[src/irclt_pkg.sv]
// types and constants shared by the irc line tokenizer
`default_nettype none

package irclt_pkg;

    // parser modes
    typedef enum logic [3:0] {
        M_LINE_START = 4'd0,
        M_PFX_SKIP   = 4'd1,
        M_PFX_TEXT   = 4'd2,
        M_CMD_SKIP   = 4'd3,
        M_CMD_TEXT   = 4'd4,
        M_ARG_START  = 4'd5,
        M_ARG_TEXT   = 4'd6,
        M_TRAIL      = 4'd7
    } t_mode;

    // field kind codes
    localparam logic [2:0] KIND_NONE     = 3'd0;
    localparam logic [2:0] KIND_PREFIX   = 3'd1;
    localparam logic [2:0] KIND_COMMAND  = 3'd2;
    localparam logic [2:0] KIND_MIDDLE   = 3'd3;
    localparam logic [2:0] KIND_TRAILING = 3'd4;

    // marker byte for prefix and trailing parameter
    localparam logic [7:0] COLON_BYTE = 8'h3A;

    // input request
    typedef struct packed {
        logic [7:0] line_byte;
        logic       line_last;
    } t_in;

    // result request
    typedef struct packed {
        logic [7:0] data_byte;
        logic       data_valid;
        logic [2:0] field_kind;
        logic [3:0] param_number;
        logic       field_end;
        logic       line_end;
        logic       param_overflow;
    } t_out;

    // whitespace is tab to carriage return and space
    function automatic logic is_blank(input logic [7:0] b);
        return (b == 8'h20) || ((b >= 8'h09) && (b <= 8'h0D));
    endfunction

endpackage

`default_nettype wire

[src/irc_line_tokenizer_top.sv]
// irc line tokenizer: labels each byte of an irc message line
//
// Input channel: one line byte per request with a flag on the final byte
// (i_in_valid, o_in_stall, i_in_data). Output channel: one labelled byte per
// request (o_out_valid, i_out_stall, o_out_data) carrying the byte, whether
// it is field text, the field kind, parameter index, field end, line end and
// a sticky parameter overflow flag for the line.
// The label is computed from the byte and the parser state and held in the
// output register. One byte per cycle is accepted while o_in_stall is low;
// the parser state takes a single mode/count update per byte.
// A byte is taken while the output register is empty or is being emptied in
// the same cycle, so when the receiver stalls with a result held, o_in_stall
// rises and the held result does not change.
// Reset puts the parser at line start with parameter count and overflow
// cleared and empties the output register. The final byte of a line returns
// the parser to that same state.
`default_nettype none

module irc_line_tokenizer_top #(
    parameter int MAX_PARAMS = 16
) (
    input  wire               i_clk,
    input  wire               i_rst_n,
    input  wire               i_in_valid,
    output logic              o_in_stall,
    input  irclt_pkg::t_in    i_in_data,
    output logic              o_out_valid,
    input  wire               i_out_stall,
    output irclt_pkg::t_out   o_out_data
);
    import irclt_pkg::*;

    // highest parameter index the count reaches
    localparam int CAP_INT = (MAX_PARAMS > 16) ? 15 : (MAX_PARAMS - 1);
    localparam logic [3:0] PARAM_CAP = CAP_INT[3:0];

    t_mode      r_mode, n_mode;
    logic [3:0] r_count, n_count;
    logic       r_ovf, n_ovf;
    logic       r_out_valid;
    t_out       r_out, n_out;

    logic       accept;
    logic       ws;
    logic       colon;
    t_mode      eff_mode;
    t_mode      next_mode;
    logic [2:0] kind;
    logic       dv;
    logic       fe;
    logic       is_param;

    // handshake
    assign o_in_stall  = r_out_valid & i_out_stall;
    assign accept      = i_in_valid & ~o_in_stall;
    assign o_out_valid = r_out_valid;
    assign o_out_data  = r_out;

    assign ws    = is_blank(i_in_data.line_byte);
    assign colon = (i_in_data.line_byte == COLON_BYTE);

    // byte labelling and next mode
    always_comb begin
        kind      = KIND_NONE;
        dv        = 1'b0;
        fe        = 1'b0;
        next_mode = r_mode;
        eff_mode  = r_mode;
        // unused codes behave as line start
        if (r_mode > M_TRAIL) begin
            eff_mode  = M_LINE_START;
        end
        if ((eff_mode == M_LINE_START) && !colon) begin
            eff_mode  = M_CMD_SKIP;
        end
        unique case (eff_mode)
            M_LINE_START: begin
                kind      = KIND_PREFIX;
                next_mode = M_PFX_SKIP;
            end
            M_PFX_SKIP, M_PFX_TEXT: begin
                kind      = KIND_PREFIX;
                next_mode = eff_mode;
                if (!ws) begin
                    dv        = 1'b1;
                    next_mode = M_PFX_TEXT;
                end else if (eff_mode == M_PFX_TEXT) begin
                    fe        = 1'b1;
                    next_mode = M_CMD_SKIP;
                end
            end
            M_CMD_SKIP, M_CMD_TEXT: begin
                kind      = KIND_COMMAND;
                next_mode = eff_mode;
                if (!ws) begin
                    dv        = 1'b1;
                    next_mode = M_CMD_TEXT;
                end else if (eff_mode == M_CMD_TEXT) begin
                    fe        = 1'b1;
                    next_mode = M_ARG_START;
                end
            end
            M_ARG_START: begin
                if (colon) begin
                    kind      = KIND_TRAILING;
                    next_mode = M_TRAIL;
                end else if (ws) begin
                    kind      = KIND_MIDDLE;
                    fe        = 1'b1;
                    next_mode = M_ARG_START;
                end else begin
                    kind      = KIND_MIDDLE;
                    dv        = 1'b1;
                    next_mode = M_ARG_TEXT;
                end
            end
            M_ARG_TEXT: begin
                kind      = KIND_MIDDLE;
                next_mode = M_ARG_TEXT;
                if (ws) begin
                    fe        = 1'b1;
                    next_mode = M_ARG_START;
                end else begin
                    dv        = 1'b1;
                end
            end
            M_TRAIL: begin
                kind      = KIND_TRAILING;
                dv        = 1'b1;
                next_mode = M_TRAIL;
            end
            default: begin
                // unused codes are folded into line start above
                kind      = KIND_NONE;
                next_mode = M_LINE_START;
            end
        endcase
        if (i_in_data.line_last) begin
            fe = 1'b1;
        end
    end

    // parameter count, overflow and result word
    assign is_param = (kind == KIND_MIDDLE) || (kind == KIND_TRAILING);

    always_comb begin
        n_count = r_count;
        n_ovf   = r_ovf;
        if (fe && is_param) begin
            if (r_count < PARAM_CAP) begin
                n_count = r_count + 4'd1;
            end else begin
                n_ovf = 1'b1;
            end
        end
        n_out.data_byte      = i_in_data.line_byte;
        n_out.data_valid     = dv;
        n_out.field_kind     = kind;
        n_out.param_number   = is_param ? r_count : 4'd0;
        n_out.field_end      = fe;
        n_out.line_end       = i_in_data.line_last;
        n_out.param_overflow = n_ovf;
        n_mode               = next_mode;
        if (i_in_data.line_last) begin
            n_mode  = M_LINE_START;
            n_count = 4'd0;
            n_ovf   = 1'b0;
        end
    end

    // parser state
    always_ff @(posedge i_clk) begin
        if (!i_rst_n) begin
            r_mode  <= M_LINE_START;
            r_count <= 4'd0;
            r_ovf   <= 1'b0;
        end else if (accept) begin
            r_mode  <= n_mode;
            r_count <= n_count;
            r_ovf   <= n_ovf;
        end
    end

    // output register valid
    always_ff @(posedge i_clk) begin
        if (!i_rst_n) begin
            r_out_valid <= 1'b0;
        end else if (accept) begin
            r_out_valid <= 1'b1;
        end else if (!i_out_stall) begin
            r_out_valid <= 1'b0;
        end
    end

    // output register payload
    always_ff @(posedge i_clk) begin
        if (accept) begin
            r_out <= n_out;
        end
    end

endmodule

`default_nettype wire

[config.mk]
export PLATFORM = sky130hd
export DESIGN_NAME = irc_line_tokenizer_top
export DESIGN_NICKNAME = d
export VERILOG_FILES = /design/src/irclt_pkg.sv /design/src/irc_line_tokenizer_top.sv
export SDC_FILE = /design/constraint.sdc
export NUM_CORES = 1
export LEC_CHECK = 0
export ABC_AREA = 1
export BUFFER_PORTS_ARGS = -buffer_cell sky130_fd_sc_hd__buf_2
export CAP_MARGIN = 20
export CORE_UTILIZATION = 47
export DETAILED_ROUTE_END_ITERATION = 16
export PLACE_DENSITY = 0.75
export SLEW_MARGIN = 40
export SYNTH_ARGS = -nofsm -noshare
export SYNTH_HDL_FRONTEND = slang
export SYNTH_SLANG_ARGS = --single-unit
[constraint.sdc]
create_clock -name i_clk -period 1.6 [get_ports i_clk]
set_clock_uncertainty 0.05 [all_clocks]
set_input_delay 0.08 -clock i_clk [delete_from_list [all_inputs] [get_ports i_clk]]
set_output_delay 0.08 -clock i_clk [all_outputs]
set_load 0.05 [all_outputs]
Yosys cells after proc, flatten, opt, wreduce, memory -nomap -nowiden:

Cells that the tools add are included.

* register bits after elaboration: 29
* input bits: 13
* output and inout bits: 21
* logic and storage cells: 77

* add/subtract/negate cells: 1
* $lt $le $gt $ge: 4
* equality and inequality tests: 12
* multiplexer cells: 31
* bitwise gates (word level): 3
* reduce and logical (&&, ||, !) cells: 15

Operators by type and width (number)
* 2-to-1 mux 4 bit: 10
* case mux 4 bit (6 select lines): 1
* == test 4 x 3 -> 1 bit (second input constant): 4
* == test 8 x 6 -> 1 bit (second input constant): 2
* case mux 3 bit (5 select lines): 1
* 2-to-1 mux 1 bit: 14
* == test 4 x 2 -> 1 bit (second input constant): 2
* >= comparator 8 x 4 -> 1 bit (second input constant): 1
* less-or-equal comparator 8 x 4 -> 1 bit (second input constant): 1
* logical NOT 4 bit: 2
* OR reduction 5 bit: 1
* adder 4 x 1 -> 4 bit (second input constant): 1
* == test 4 x 1 -> 1 bit (second input constant): 1
* greater-than comparator 4 x 3 -> 1 bit (second input constant): 1
* less-than comparator 4 bit (second input constant): 1
* 2-to-1 mux 2 bit: 2
* case mux 1 bit (4 select lines): 1
* nonzero test 2 bit: 2
* OR reduction 2 bit: 2
* == test 3 x 2 -> 1 bit (second input constant): 1
* == test 3 bit (second input constant): 1
* logical AND 1 bit: 3
* 2-to-1 mux 3 bit: 1
* case mux 1 bit (3 select lines): 1
* other kinds (7): 9

Depth between registers and ports, before layout:

* depth after elaboration: 13
* depth in mapped cells: 12
* depth with buffers taken out: 12

Least setup slack after synthesis:

Ideal clock, no wire load.

* kind: register to register
* start: register r_out_valid, in the netlist o_out_valid
* end: register r_count[2]
* library setup time: 0.070 ns
* data arrival time: 1.870 ns
* data required time: 1.480 ns
* path slack: -0.390 ns
* stages on the path, launching flop included: 10
* buffers on the path: 0
* period minus slack after synthesis: 1.990 ns
* cell sequence: dfxtp_1 > nand2_1 > inv_2 > nor2_4 > inv_1 > nor2_1 > nand3_4 > nand2_2 > nand2_1 > a21oi_1

* cells in the longest elaborated chain, start to end: 4

RTL lines
* from (decl): RTL line irc_line_tokenizer_top.sv:40 `logic r_out_valid;`
* from (signal assigned): RTL line irc_line_tokenizer_top.sv:187 `r_out_valid <= 1'b0;`
* from (signal assigned): RTL line irc_line_tokenizer_top.sv:189 `r_out_valid <= 1'b1;`
* from (signal assigned): RTL line irc_line_tokenizer_top.sv:191 `r_out_valid <= 1'b0;`
* bitwise AND 1 bit: RTL line irc_line_tokenizer_top.sv:54 `assign o_in_stall = r_out_valid & i_out_stall;`
* net o_in_stall: RTL line irc_line_tokenizer_top.sv:25 `output logic o_in_stall,`
* NOT 1 bit: RTL line irc_line_tokenizer_top.sv:55 `assign accept = i_in_valid & ~o_in_stall;`
* bitwise AND 1 bit: RTL line irc_line_tokenizer_top.sv:55
* net accept: RTL line irc_line_tokenizer_top.sv:43 `logic accept;`
* AND reduction 3 bit (no source line)
* to (signal assigned): RTL line irc_line_tokenizer_top.sv:179 `r_count <= n_count;`
* to (decl): RTL line irc_line_tokenizer_top.sv:38 `logic [3:0] r_count, n_count;`

The timed path passes the listed nets, and every way through them passes these cells.
A chain may end at the register's enable or synchronous reset.

Worst setup path in the final report:

* start: input i_in_data[3] (netlist bit)
* end: register r_count[1]

* cells in the longest elaborated chain, start to end: 12
* elaborated cells on any way between the ends: 36
* classes of those cells: 2 x order compare; 11 x eq/ne; 11 x mux; 12 x reduce/logical

RTL lines
* from (decl): RTL line irc_line_tokenizer_top.sv:26 `input irclt_pkg::t_in i_in_data,`
* == test 8 x 6 -> 1 bit: RTL line irc_line_tokenizer_top.sv:60 `assign colon = (i_in_data.line_byte == COLON_BYTE);`
* logical NOT 1 bit: RTL line irc_line_tokenizer_top.sv:73 `if ((eff_mode == M_LINE_START) && !colon) begin`
* logical AND 1 bit: RTL line irc_line_tokenizer_top.sv:73
* 2-to-1 mux 4 bit: RTL line irc_line_tokenizer_top.sv:73
* == test 4 x 3 -> 1 bit or == test 4 x 2 -> 1 bit (tied branches): RTL line irc_line_tokenizer_top.sv:76, irc_line_tokenizer_top.sv:98, irc_line_tokenizer_top.sv:87
* 2-to-1 mux 1 bit, on equally long branches: RTL line irc_line_tokenizer_top.sv:98, irc_line_tokenizer_top.sv:87
* 2-to-1 mux 1 bit, on equally long branches: RTL line irc_line_tokenizer_top.sv:95, irc_line_tokenizer_top.sv:84
* case mux 1 bit (4 select lines) *: RTL line irc_line_tokenizer_top.sv:76 `unique case (eff_mode)`
* 2-to-1 mux 1 bit *: RTL line irc_line_tokenizer_top.sv:138 `if (i_in_data.line_last) begin`
* net fe: RTL line irc_line_tokenizer_top.sv:50 `logic fe;`
* logical AND 1 bit *: RTL line irc_line_tokenizer_top.sv:149 `if (fe && is_param) begin`
* nonzero test 2 bit (no source line) *
* AND reduction 3 bit (no source line) *

The timed path passes the listed nets; every way through them passes the cells marked *.

==> metrics.md <==
| Metric | Value |
|---|---|
| Status | `finished, violations left` |
| Failing checks | `design-rule violations` |
| Final WS setup | `between 0.08 and 0.09 ns` |
| Die Wd | `between 50 and 60 microns` |
| EDFF count, synth | `19` |
| Relative slew slack | `0.822` |
| Routed WL | `2.75 mm` |
| Switching Fraction | `0.300` |
| First-pass GRT wire length | `~4.6 mm` |
| Internal | `roughly 1.1 mW` |
| Synthesized flop and latch total | `29` |
| Reg power frac | `0.547` |
| DR vias/cell | `roughly 5` |
| Avg Inst Size Synth | `between 8 and 9 sq um` |
| IO Pins | `34` |
| Initial antenna violation count | `0` |
| Gpl congestion | `0.902` |
| Ys Warns | `0` |
| Skew-Pair Late Insertion Delay | `approximately 0.33 ns` |
| Clock Power Share | `0.278` |
| Root buf cell | `clkbuf_4` |
| CTS max path bufs | `2` |
| Critical path's top delay family | `buffers and inverters` |
| Final setup TNS | `0 ns` |
| Clk sinks | `29` |
| Iter 0 DRT Violations | `46` |
| Htree depth | `2` |
| FFs w/ async S/R, synth | `0` |
| WP buf/inv | `3` |
| Commonest non-fill, non-tap cell in the layout | `nand2_1` |
| Total CTS buffers | `5` |
| Syn Nets | `approximately 170` |
| Commonest non-fill, non-tap cells in the layout | `nand2_1 (40), buf_2 (33), inv_1 (21)` |
| Die area | `slightly above 3000 sq um` |
| Switching Power | `about 0.46 mW` |
| Largest net degree at the start of global routing | `14` |
| Seq/Total Area, Yosys | `0.566` |
| Post-layout util | `0.652` |
| Worst Hold Class | `in2reg` |
| DP Cell Count | `223` |
| Max VDD drop | `0.713 mV` |
| Fmax | `around 0.66 GHz` |
| Mapped Area | `approximately 1400 sq um` |
| Leakage | `0.773 nW` |
| DRC viols | `2` |
| Cells after synthesis | `between 150 and 200` |
| Fin crit period | `around 1.5 ns` |
| DP Wirelength | `approximately 1.9 mm` |
| Worst reg2reg path depth | `6` |
| P per Cell Area | `between 800 and 900 nW/um^2` |
| MaxCap Viol Count | `0` |
| CTS tree | `built` |
| Hold Fails Final Rpt | `0` |
| Crit path top cell by count | `nand2_1` |
| Final net count | `approximately 230` |
| Worst-path cell chain | `dlygate4sd3_1 > buf_2 > inv_1 > nand2_1 > nor2_1 > nand2_1 > nand2_1 > nand2_1 > nand2_2 > nand2_4 > nand3_4 > nand3_1 > a21oi_1` |
| CP Launch Type | `input pin` |
| Final period utilization | `0.946` |
| CP max stage cell | `dlygate4sd3_1` |
| Combinational power share | `0.174` |
| Filler cell count | `around 210` |
| Fraction of layout cells with a size suffix above 1 | `0.307` |
| Critical Path RT | `roughly 1.8 ns` |
| Final Max Slew Viols | `0` |
| GR Overflow Total | `0` |
| Cell count along the critical path | `13` |
| Via count | `about 1,200` |
| Routed length per instance | `roughly 11 microns` |
| CP Class | `in2reg` |
| Routed Antenna Nets | `0` |
| Final setup violation count | `0` |
| Multi-input gate area | `around 520 sq um` |
| # diodes | `0` |
| Total GRT Usage | `0.192` |
| Clk pin slew, worst setup/hold paths | `0.10 ns` |
| Die H | `55.8 microns` |
| Ys flop type | `edfxtp_1` |
| Worst slack, placed | `~0.15 ns` |
| Storage cell area | `slightly below 800 sq um` |
| I/O Buffers | `33` |
| Worst hold-check slack | `slightly below 0.3 ns` |
| Critical Path Fanout Max | `5` |
| CP max stage delay | `between 0.5 and 0.6 ns` |
| Drt first pass iters | `11` |
| Setup crit end kind | `flip-flop` |
| WP data arrival | `roughly 1.7 ns` |
| Vias in the first global route | `~1,100` |
| Non-filler cells, final | `about 240` |
| Num rows | `19` |
| Cells on Worst Hold Path | `7` |
| Post-synth cell types | `23` |
| Core area | `between 2000 and 3000 sq um` |
| Area Overhead vs Synth | `32.0%` |
| Starting Density | `0.494` |
| Slew @ Worst Pin | `~0.26 ns` |
[layout make-up]
class	instances	area share
repair buffers	47	0.167
clock buffers	5	0.0209
well taps	31	0.0216
flip-flops and latches	29	0.431
clock inverters	3	0.00975
multi-input cells	100	0.287
inverters	28	0.0627
[power groups by stage]
stage | Clock, mW | Combinational [mW] | Sequential [mW]
3_3_place_gp | 0 | 0.234 | 0.853
3_5_place_dp | 0 | 0.239 | 0.854
4_1_cts | 0.434 | 0.263 | 0.837
2_1_floorplan | 0 | 0.0735 | 0.953
5_1_grt | 0.468 | 0.282 | 0.840
6_report | 0.425 | 0.266 | 0.837
[layer usage]
layer | global-route usage | part of all wire
met4 | 0.108 | 0.019
met3 | 0.0628 | 0.089
met1 | 0.212 | 0.41
met2 | 0.324 | 0.48
met5 | 0 | 0
[kinds of logic (layout without fill, tap and decap cells)]
kind of cell	after synthesis	count (layout)	synth area share
compound gates	16	16	0.0671
simple gates	82	82	0.274
fa+ha+maj	1	1	0.00919
xor+xnor	1	1	0.00643
buf+inv	28	83	0.0772
flops	29	29	0.566
[tightest hold or removal path, stage by stage]
cell	delay [ns]
buf_2	0.10
nand2_4	0.07
inv_8	0.05
nor2_4	0.03
inv_2	0.10
nand2_1	0.06
a21oi_1	0.12
[worst paths after layout]
check	slack [ns]	start	endpoint
hold reg to reg	0.43	r_mode[1]	r_mode[1]
hold / removal	0.29	i_out_stall	r_mode[1]
setup reg to reg	0.14	r_mode[3]	o_out_data[10]
setup / recovery	0.09	i_in_data[3]	r_count[1]
[synthesized netlist by cell type (2+ instances only)]
cell type | instances | area share
nand4_1 | 2 | 0.0092
nand2_1 | 42 | 0.12
nor3_1 | 2 | 0.0074
o211ai_1 | 2 | 0.011
nor2_2 | 3 | 0.014
dfxtp_1 | 10 | 0.15
inv_2 | 6 | 0.017
nor2_1 | 20 | 0.055
nand3_1 | 7 | 0.026
a21oi_1 | 10 | 0.037
o21ai_1 | 2 | 0.0074
edfxtp_1 | 19 | 0.42
inv_1 | 22 | 0.061
[through the flow]
step                      instance area (sq um)  power (mW)
after floorplan                            1390        1.03
after global placement                     1610        1.09
after detailed placement                   1610        1.09
after CTS                                  1780        1.53
after global routing                       1800        1.59
final                                      1800        1.53
[sequential cells by signal, summed over array words and instances, names as in the netlist]
register	count
o_out_valid	1
r_ovf	1
o_out_data	19
r_mode	4
r_count	4
[what timing repair did]
item                                   CTS  global route
setup endpoints to repair                0             4
hold buffers                            12             0
endpoints found under the hold margin   12             0
buffers inserted                         0             0
gates resized for setup                  0             4
No activity file was read; power rests on OpenSTA's default activity.
